## src/hdl/swrs_pkg.sv

```systemverilog
// ----------------------------------------------------------------------------
// swrs_pkg
// Shared types and constants for the sliding-window rank selector.
// ----------------------------------------------------------------------------
package swrs_pkg;

  // Field widths of the stream items
  localparam int SCALE_W = 2;
  localparam int VALUE_W = 16;

  // Sequencer states
  typedef enum logic [2:0] {
    ST_CLEAR,   // zeroing pass over the window memory after reset
    ST_IDLE,    // waiting for an input transfer
    ST_SCAN,    // reading the selected ring, one entry per cycle
    ST_DRAIN,   // last read word goes through the insertion stage
    ST_DONE     // result ready to move into the output register
  } state_t;

endpackage

```

## src/hdl/sliding_window_rank_select.sv

```systemverilog
// ----------------------------------------------------------------------------
// sliding_window_rank_select
// Keeps a ring of the last WINDOW_LEN values per time scale and, per input,
// returns the rank RANK_POS value (ties counted) of its ring, 0 if out of range.
// ----------------------------------------------------------------------------
// Flow: in_tready is high only while idle, so a new item is taken only after
//   the last result has moved into the output register; the single memory
//   read port streams the ring through one compare-insert unit.
// Reset: synchronous active low; afterwards a clearing pass writes zero to all
//   SCALE_COUNT * WINDOW_LEN words of the window memory with in_tready low.
module sliding_window_rank_select #(
  parameter int WINDOW_LEN  = 30,
  parameter int RANK_POS    = 3,
  parameter int SCALE_COUNT = 4
) (
  input  logic                         clk,
  input  logic                         rst_n,
  // input channel
  input  logic                         in_tvalid,
  output logic                         in_tready,
  input  logic [swrs_pkg::VALUE_W-1:0] in_tdata,   // [15:0] new_value
  input  logic [swrs_pkg::SCALE_W-1:0] in_tuser,   // [1:0] scale_index
  // result channel
  output logic                         out_tvalid,
  input  logic                         out_tready,
  output logic [swrs_pkg::VALUE_W-1:0] out_tdata   // [15:0] low_quantile
);

  import swrs_pkg::*;

  localparam int DEPTH    = SCALE_COUNT * WINDOW_LEN;
  localparam int AW       = $clog2(DEPTH);
  localparam int PW       = $clog2(WINDOW_LEN);
  localparam int SW       = (SCALE_COUNT > 1) ? $clog2(SCALE_COUNT) : 1;
  localparam int RANK_EFF = (RANK_POS >= WINDOW_LEN) ? WINDOW_LEN - 1 : RANK_POS;
  localparam int KD       = RANK_EFF + 1;

  state_t state_r, state_nxt;

  // window memory and per-scale write pointers
  logic [VALUE_W-1:0] mem_r [DEPTH];
  logic [VALUE_W-1:0] rd_data_r;
  logic [AW-1:0]      rd_addr_r, rd_addr_nxt;
  logic               mem_we;
  logic [AW-1:0]      mem_waddr;
  logic [VALUE_W-1:0] mem_wdata;
  logic [PW-1:0]      ptr_r [SCALE_COUNT];

  // sequencer counters and flags
  logic [AW-1:0]      clr_addr_r;
  logic [PW-1:0]      iss_cnt_r;
  logic               ins_vld_r;
  logic               bad_r;

  // sorted buffer of the KD smallest values seen so far
  logic [VALUE_W-1:0] buf_r    [KD];
  logic [VALUE_W-1:0] buf_nxt  [KD];
  logic [KD-1:0]      bvalid_r;
  logic [KD-1:0]      bvalid_nxt;
  logic [KD-1:0]      keep;

  // output register
  logic               out_valid_r;
  logic [VALUE_W-1:0] out_data_r;

  // input decode
  logic               in_xfer;
  logic               scale_ok;
  logic [SW-1:0]      scale_idx;
  logic [PW-1:0]      ptr_cur;
  logic [PW-1:0]      ptr_eff;
  logic [PW-1:0]      ptr_next;
  logic [AW-1:0]      base_addr;
  logic               load_out;

  assign in_tready  = (state_r == ST_IDLE);
  assign in_xfer    = in_tvalid && in_tready;
  assign scale_ok   = 32'(in_tuser) < SCALE_COUNT;
  assign scale_idx  = SW'(in_tuser);
  assign ptr_cur    = ptr_r[scale_idx];
  assign ptr_eff    = (32'(ptr_cur) >= WINDOW_LEN) ? '0 : ptr_cur;
  assign ptr_next   = (32'(ptr_eff) == WINDOW_LEN - 1) ? '0 : ptr_eff + PW'(1);
  assign base_addr  = AW'(32'(in_tuser) * WINDOW_LEN);
  assign load_out   = (state_r == ST_DONE) && (!out_valid_r || out_tready);

  assign out_tvalid = out_valid_r;
  assign out_tdata  = out_data_r;

  // memory write port: zeroing pass, or the new value at accept of a valid scale
  always_comb begin
    mem_we    = 1'b0;
    mem_waddr = clr_addr_r;
    mem_wdata = '0;
    if (state_r == ST_CLEAR) begin
      mem_we = 1'b1;
    end else if (in_xfer && scale_ok) begin
      mem_we    = 1'b1;
      mem_waddr = base_addr + AW'(ptr_eff);
      mem_wdata = in_tdata;
    end
  end

  always_ff @(posedge clk) begin
    if (mem_we) begin
      mem_r[mem_waddr] <= mem_wdata;
    end
    rd_data_r <= mem_r[rd_addr_r];
  end

  // next state and read address
  always_comb begin
    state_nxt   = state_r;
    rd_addr_nxt = rd_addr_r;
    unique case (state_r)
      ST_CLEAR: begin
        if (clr_addr_r == AW'(DEPTH - 1)) state_nxt = ST_IDLE;
      end
      ST_IDLE: begin
        if (in_xfer) begin
          rd_addr_nxt = base_addr;
          state_nxt   = scale_ok ? ST_SCAN : ST_DONE;
        end
      end
      ST_SCAN: begin
        rd_addr_nxt = rd_addr_r + AW'(1);
        if (32'(iss_cnt_r) == WINDOW_LEN - 1) state_nxt = ST_DRAIN;
      end
      ST_DRAIN: begin
        state_nxt = ST_DONE;
      end
      ST_DONE: begin
        if (load_out) state_nxt = ST_IDLE;
      end
      default: begin
        state_nxt = ST_IDLE;
      end
    endcase
  end

  always_ff @(posedge clk) begin
    if (!rst_n) begin
      state_r    <= ST_CLEAR;
      clr_addr_r <= '0;
      iss_cnt_r  <= '0;
      ins_vld_r  <= 1'b0;
      bad_r      <= 1'b0;
      rd_addr_r  <= '0;
    end else begin
      state_r   <= state_nxt;
      rd_addr_r <= rd_addr_nxt;
      ins_vld_r <= (state_r == ST_SCAN);
      if (state_r == ST_CLEAR) clr_addr_r <= clr_addr_r + AW'(1);
      if (in_xfer) begin
        iss_cnt_r <= '0;
        bad_r     <= !scale_ok;
      end else if (state_r == ST_SCAN) begin
        iss_cnt_r <= iss_cnt_r + PW'(1);
      end
    end
  end

  // write pointers advance and wrap on each accepted item of a valid scale
  always_ff @(posedge clk) begin
    if (!rst_n) begin
      for (int s = 0; s < SCALE_COUNT; s++) ptr_r[s] <= '0;
    end else if (in_xfer && scale_ok) begin
      ptr_r[scale_idx] <= ptr_next;
    end
  end

  // compare-insert unit: one read word is placed into the sorted buffer
  genvar g;
  generate
    for (g = 0; g < KD; g++) begin : g_ins
      assign keep[g] = bvalid_r[g] && (buf_r[g] <= rd_data_r);
      if (g == 0) begin : g_head
        assign buf_nxt[g]    = keep[g] ? buf_r[g] : rd_data_r;
        assign bvalid_nxt[g] = 1'b1;
      end else begin : g_tail
        assign buf_nxt[g]    = keep[g]     ? buf_r[g]   :
                               keep[g - 1] ? rd_data_r  : buf_r[g - 1];
        assign bvalid_nxt[g] = bvalid_r[g] | bvalid_r[g - 1];
      end
    end
  endgenerate

  always_ff @(posedge clk) begin
    if (!rst_n) begin
      bvalid_r <= '0;
    end else if (in_xfer) begin
      bvalid_r <= '0;
    end else if (ins_vld_r) begin
      bvalid_r <= bvalid_nxt;
    end
  end

  always_ff @(posedge clk) begin
    if (ins_vld_r) begin
      for (int k = 0; k < KD; k++) buf_r[k] <= buf_nxt[k];
    end
  end

  // output register, parts the sequencer from the result channel
  always_ff @(posedge clk) begin
    if (!rst_n) begin
      out_valid_r <= 1'b0;
    end else if (load_out) begin
      out_valid_r <= 1'b1;
    end else if (out_tready) begin
      out_valid_r <= 1'b0;
    end
  end

  always_ff @(posedge clk) begin
    if (load_out) begin
      out_data_r <= bad_r ? '0 : buf_r[KD - 1];
    end
  end

  // ---------------------------------------------------------------------------
  // Assertions
  // ---------------------------------------------------------------------------
  a_mem_write_src: assert property (@(posedge clk) disable iff (!rst_n)
    mem_we |-> (state_r == ST_CLEAR) || in_xfer)
    else $error("window memory written outside clear pass or accept");

  a_ptr_range: assert property (@(posedge clk) disable iff (!rst_n)
    (in_xfer && scale_ok) |-> (32'(ptr_cur) < WINDOW_LEN))
    else $error("write pointer out of range");

  a_buf_full: assert property (@(posedge clk) disable iff (!rst_n)
    (state_r == ST_DONE && !bad_r) |-> bvalid_r[KD - 1])
    else $error("rank buffer not full at end of scan");

  a_ins_window: assert property (@(posedge clk) disable iff (!rst_n)
    ins_vld_r |-> (state_r == ST_SCAN) || (state_r == ST_DRAIN))
    else $error("insertion outside scan");

endmodule
```

## config.mk

```make
export PLATFORM = sky130hd
export DESIGN_NAME = sliding_window_rank_select
export DESIGN_NICKNAME = d
export VERILOG_FILES = /design/src/hdl/swrs_pkg.sv /design/src/hdl/sliding_window_rank_select.sv
export SDC_FILE = /design/constraint.sdc
export NUM_CORES = 2
export LEC_CHECK = 0
export ABC_AREA = 1
export BUFFER_PORTS_ARGS = -buffer_cell sky130_fd_sc_hd__clkbuf_2
export CAP_MARGIN = 20
export CELL_PAD_IN_SITES_DETAIL_PLACEMENT = 1
export CELL_PAD_IN_SITES_GLOBAL_PLACEMENT = 2
export CORE_ASPECT_RATIO = 1.5
export CORE_UTILIZATION = 43
export DETAILED_ROUTE_END_ITERATION = 16
export PLACE_DENSITY = 0.77
export REMOVE_ABC_BUFFERS = 1
export SLEW_MARGIN = 20
export SYNTH_ARGS = -nofsm -noshare
export SYNTH_HDL_FRONTEND = slang
export SYNTH_SLANG_ARGS = --single-unit
```

## constraint.sdc

```tcl
create_clock -name clk -period 5.6 [get_ports clk]
set_input_delay 0.28 -clock clk [delete_from_list [all_inputs] [get_ports clk]]
set_output_delay 0.28 -clock clk [all_outputs]
set_load 0.01 [all_outputs]
```

Word level (Yosys, flattened, before mapping)
Memory sizes are Yosys's and may differ from the RTL's. A register that Yosys moved wholly into a read port is not among the register bits.
Cells that the tools add are included.
- multipliers: 1
- $add $sub $neg: 5
- muxes and demuxes: 34
- bitwise gates (word level): 4
- reductions and logical operators: 15
- equal/unequal tests: 11
- $lt $le $gt $ge: 5
- operators with widths (kind ; number):
    $mux W16 ; 9
    $le A16 B16 Y1 ; 4
    $mux W7 ; 3
    $mux W5 ; 3
    $pmux W3 S5 ; 1
    $add A7 B1 Y7 const B ; 2
    $pmux W7 S2 ; 1
    $mux W1 ; 12
    $mux W3 ; 4
    $add A5 B1 Y5 const B ; 2
    $eq A5 B5 Y1 const B ; 2
    $add A7 B5 Y7 ; 1
    $eq A7 B7 Y1 const B ; 1
    $eq A3 B2 Y1 const B ; 2
    $logic_and A1 B1 Y1 ; 6
    $mul A2 B4 Y6 const B ; 1
    $ge A5 B5 Y1 const B ; 1
    $reduce_or A5 Y1 ; 1
    $ne A2 B1 Y1 const B ; 2
    $ne A2 B2 Y1 const B ; 2
    $reduce_and A4 Y1 ; 1
    $reduce_bool A2 Y1 ; 2
    $eq A3 B1 Y1 const B ; 1
    $eq A3 B3 Y1 const B ; 1
    8 further kinds ; 10
- input bits: 22
- output and inout port bits: 18
- logic and storage cells: 86
- flip-flop bits (word level): 44
- memories: 3
- memory bits (writable): 2004
- memories (name ; depth ; width ; read ports ; clocked after Yosys merged registers in ; write ports ; line ; RTL):
    mem_r ; 120 ; 16 ; 1 ; 1 ; 1 ; sliding_window_rank_select.sv:41 ; logic [VALUE_W-1:0] mem_r [DEPTH];
    buf_r ; 4 ; 16 ; 4 ; 0 ; 4 ; sliding_window_rank_select.sv:56 ; logic [VALUE_W-1:0] buf_r [KD];
    ptr_r ; 4 ; 5 ; 1 ; 0 ; 4 ; sliding_window_rank_select.sv:47 ; logic [PW-1:0] ptr_r [SCALE_COUNT];

Logic depth before layout (Yosys ltp)
- depth in word-level cells: 7
- mapped depth: 21
- mapped depth without buffers: 20

Worst setup path before layout
OpenSTA, ideal clock, no wires.
- kind: reg2reg
- from: register state_r[0]
- to: memory mem_r[0][10], data pin
- cell stages (with the launch flop): 8
- library setup time: 760 ps
- period minus slack after synthesis: 4856 ps
- path buffers: 3
- data arrival time: 4095 ps
- path slack: 744 ps
- required time: 4840 ps
- cells stage by stage: dfxtp_1 -> inv_2 -> nor3_4 -> nand2_2 -> buf_6 -> clkbuf_1 -> clkbuf_1 -> nor2_1
- longest elaborated chain between the ends: 4
- elaborated cells between the ends (all ways): 5
- those cells by class: 1 x eq/ne; 2 x mux; 2 x reduce/logical
- RTL lines (element ; line ; RTL):
    from (decl) ; sliding_window_rank_select.sv:38 ; state_t state_r, state_nxt;
    from (signal assigned) ; sliding_window_rank_select.sv:149 ; state_r <= state_nxt;
    $eq A3 B1 Y1 ; sliding_window_rank_select.sv:76 ; assign in_tready = (state_r == ST_IDLE);
    via in_tready ; sliding_window_rank_select.sv:20 ; output logic in_tready,
    $logic_and A1 B1 Y1 ; sliding_window_rank_select.sv:77 ; assign in_xfer = in_tvalid && in_tready;
    $mux W16 ; sliding_window_rank_select.sv:96 ; end else if (in_xfer && scale_ok) begin
    $mux W16 ; sliding_window_rank_select.sv:94 ; if (state_r == ST_CLEAR) begin
    via mem_wdata[10] ; sliding_window_rank_select.sv:46 ; logic [VALUE_W-1:0] mem_wdata;
    to (decl) ; sliding_window_rank_select.sv:41 ;
The timed path passes the listed nets, and every way through them passes these cells.

Final worst setup path
- from: memory ptr_r[1][4] in the netlist's numbering
- to: memory mem_r[82][4], enable pin
- longest elaborated chain between the ends: 6
- RTL lines (element ; line ; RTL):
    from (decl) ; sliding_window_rank_select.sv:47 ;
    $mem_v2 Z4 W5 (*) ; - ;
    $ge A5 B5 Y1 ; sliding_window_rank_select.sv:81 ; assign ptr_eff = (32'(ptr_cur) >= WINDOW_LEN) ? '0 : ptr_cur;
    $mux W5 (*) ; sliding_window_rank_select.sv:81 ;
    $add A7 B5 Y7 (*) ; sliding_window_rank_select.sv:98 ; mem_waddr = base_addr + AW'(ptr_eff);
    $mux W7 (*) ; sliding_window_rank_select.sv:96 ;
    $mux W7 (*) ; sliding_window_rank_select.sv:94 ;
Mark *: on every way between the ends. The rest lies on a longest branch, timed or not.

==> summary.md <==
| Metric | Value |
|---|---|
| IO Pins | `40` |
| Share of layout cells above drive strength 1 | `0.07460` |
| Fmax | `approximately 0.23 GHz` |
| Fin. max-slew vios | `0` |
| Unrepaired setup endpoints after global routing | `no` |
| CP top delay family | `simple AND/OR/NAND/NOR gates` |
| Area growth syn-to-layout | `12.04%` |
| Clock slew seen by the registers of the worst setup and hold paths | `70 ps` |
| CP Class | `reg -> reg` |
| Yosys warning count | `0` |
| Final setup viols | `0` |
| Post-synthesis async set-or-reset flop share | `0` |
| Share of the synthesized area in the top cell type | `0.6998` |
| WHS | `86.71 ps` |
| Fin. Hold Viols | `0` |
| Avg WL per Cell | `25.77 um` |
| TritonCTS clock tree | `done` |
| Syn Area/Cell | `10.96 sq um` |
| Slowest CP cell | `nand3_2` |
| GR Util All Layers | `0.2716` |
| Post-synth top area cell | `edfxtp_1` |
| CTS Buf Count | `203` |
| H-Tree Depth | `4` |
| CP arrival | `~4900 ps` |
| Post-Syn Area | `86680 sq um` |
| First-pass GRT wire length | `405.0 mm` |
| Worst hold path class | `in -> reg` |
| Final period util | `0.7808` |
| Synth Instances | `7910` |
| Design area | `97120 sq um` |
| Pre-Repair DR Iteration Count | `6` |
| Core area | `200200 sq um` |
| P per Cell Area | `318.0 nW/um^2` |
| Worst r2r src | `ptr_r[1][4]` |
| Critical path's largest stage delay | `580 ps` |
| Synth Flop Type | `edfxtp_1` |
| Most frequent CP cell | `nor2_1` |
| ANT nets after route | `0` |
| CTS sink cnt | `between 2000 and 2500` |
| Startpoint types | `flop` |
| Register area | `61550 sq um` |
| Sequential share of the synthesized area | `0.7100` |
| Slew HR | `0.2541` |
| Run status | `finished, final reports clean` |
| Final min period | `approximately 4400 ps` |
| Static Leakage | `38.40 nW` |
| Met3 Usage GRT | `0.02510` |
| Register-to-Register Setup Slack | `1230 ps` |
| Critical Path End | `mem_r[82][4]` |
| Post-synth EDFFs | `between 2000 and 2500` |
| CP Capture Type | `flop` |
| Worst clock skew | `46.43 ps` |
| Clk Latency, worst-skew pair | `880 ps` |
| CTS root buf | `clkbuf_16` |
| Largest net degree at the start of global routing | `196` |
| Unique cell type count in the Yosys netlist | `45` |
| Cell row count | `201` |
| Max Cap Viol | `0` |
| Routed WL | `277.2 mm` |
| Data required, critical path | `between 6000 and 7000 ps` |
| Initial antenna violation count | `5` |
| Routability Congestion | `0.8752` |
| Worst Setup SP | `ptr_r[1][4]` |
| Gr busiest metal | `met2` |
| PortBufs | `39` |
| Peak supply drop | `0.2699 mV` |
| GR Overflow Total | `0` |
| Via count | `58290` |
| Filler cells | `21470` |
| Final HPWL DP | `163.0 mm` |
| Worst path cell trace | `o211ai_1 > nand2_1 > nand2_1 > nor2_1 > nor2_1 > ha_1 > inv_1 > fa_1 > inv_1 > o21ai_2 > inv_2 > nor3_1 > nand3_2 > buf_4 > nor2_1 > buf_4` |
| Post-DP Area | `90620 sq um` |
| Synth cell count leaders | `edfxtp_1, nand2_1, nor2_1` |
| Area occupied by multi-input gates | `21660 sq um` |
| M2 GR Usage | `0.4724` |
| Worst-path fanout max | `16` |
| Starting Density | `0.4330` |
| Die height | `551.9 um` |
| Vias in the first global route | `between 60000 and 70000` |
| R2R cell count | `16` |
| Layout Nets | `8055` |
| Worst slew pin tran | `1119 ps` |
| Yosys reg bits | `2064` |
| Die area | `203400 sq um` |
| Top cells by area, synth | `edfxtp_1, nand2_1, nor2_1, o21ai_0, nand3_1` |
| 1st-iter DRT viols | `4926` |
| Vias per Instance | `5.419` |
| Buf/Inv on CP | `5` |
| R2R Path End | `mem_r[82][4]` |
| Die Wd | `368.6 um` |
| Top-count cell post-synth | `edfxtp_1` |
| # DRC | `0` |
| CP Depth | `16` |
| Met1 Use GR | `0.3448` |
| Deepest clock path buffer count | `4` |
placed cells by master, fill, tap and decap left out, types with 40 or more instances in the layout:
cell type,netlist,final
a21oi_1,82,82
buf_12,0,42
buf_4,11,178
clkbuf_1,207,45
clkbuf_16,0,207
clkinv_1,3,41
dfxtp_1,44,40
edfxtp_1,2020,2020
ha_1,79,79
inv_1,442,440
nand2_1,1832,1832
nand3_1,595,595
nor2_1,1516,1498
o21ai_0,735,735
cells by family after synthesis:
kind of cell	Yosys count	share of synthesized area
AND/OR/NAND/NOR	4013	0.1848
buffers and inverters	882	0.04177
AO/OA/AOI/OAI	863	0.05106
XOR/XNOR	8	0.0008084
adder cells (fa/ha/maj)	80	0.01163
flip-flops	2064	0.7100
through the flow:
stage | total power (W) | setup slack [ps] | std cells | utilization | TNS, ps
floorplan | 0.01739 | -33440 | 7481 | - | -618960
global placement | 0.01765 | 881.2 | 10380 | 0.4526 | 0
detailed placement | 0.01767 | 706.8 | 10380 | 0.4527 | 0
CTS | 0.03113 | 1216 | 10750 | 0.4851 | 0
global route | 0.03163 | 948.5 | 10750 | 0.4851 | 0
finish | 0.03088 | 1227 | 10760 | 0.4851 | 0
metal layers:
layer / up-vias / part of all wire
met5: - / 0
met2: 1484 / 0.50
met3: 471 / 0.044
li1: 26860 / -
met1: 29470 / 0.41
met4: 0 / 0.047
area by class of cell:
cell class | count | share of cell area
sequential | 2064 | 0.6338
multi-input combinational | 4964 | 0.2230
tap | 2639 | 0.03400
antenna | 6 | 0.0001546
clock inverter | 110 | 0.01086
clock buffer | 252 | 0.05508
timing repair buffer | 267 | 0.02525
inverter | 453 | 0.01783
state kept, by name (all words and copies together) (netlist names), 3 cells and up:
signal	flops
mem_r	1920
buf_r	64
ptr_r	20
out_tdata	16
rd_data_r	16
clr_addr_r	7
rd_addr_r	7
iss_cnt_r	5
bvalid_r	4
state_r	3
how the worst min path moves through the flow:
stage / from / endpoint / slack [ps] / depth (start not counted)
CTS: in_tuser[0] / rd_addr_r[1] / 30 / 3
global route: in_tuser[0] / rd_addr_r[1] / 120 / 3
detailed placement: rd_data_r[2] / buf_r[0][2] / 440 / 0
floorplan: rd_data_r[10] / buf_r[0][10] / 410 / 0
global placement: rd_data_r[2] / buf_r[0][2] / 410 / 0
finish: in_tuser[0] / rd_addr_r[1] / 90 / 3
worst min-delay path, stage by stage:
cell and delay (ps):
clkbuf_2 360, a32oi_1 190, o31ai_1 70
where the power goes:
| group | total [W] | internal, W | switching (W) |
|---|---|---|---|
| logic | 0.000543 | 0.000138 | 0.000405 |
| clock network | 0.0135 | 0.00764 | 0.00590 |
| registers | 0.0168 | 0.0168 | 0.0000356 |
| total | 0.0309 | 0.0245 | 0.00634 |
timing repair:
action / 4_1_cts / 5_1_grt
resized for setup: 0 / 0
hold buffers: 8 / 0
endpoints found under the hold margin: 50 / 0
buffers inserted: 0 / 0
Power figures use the tool's default switching activity.
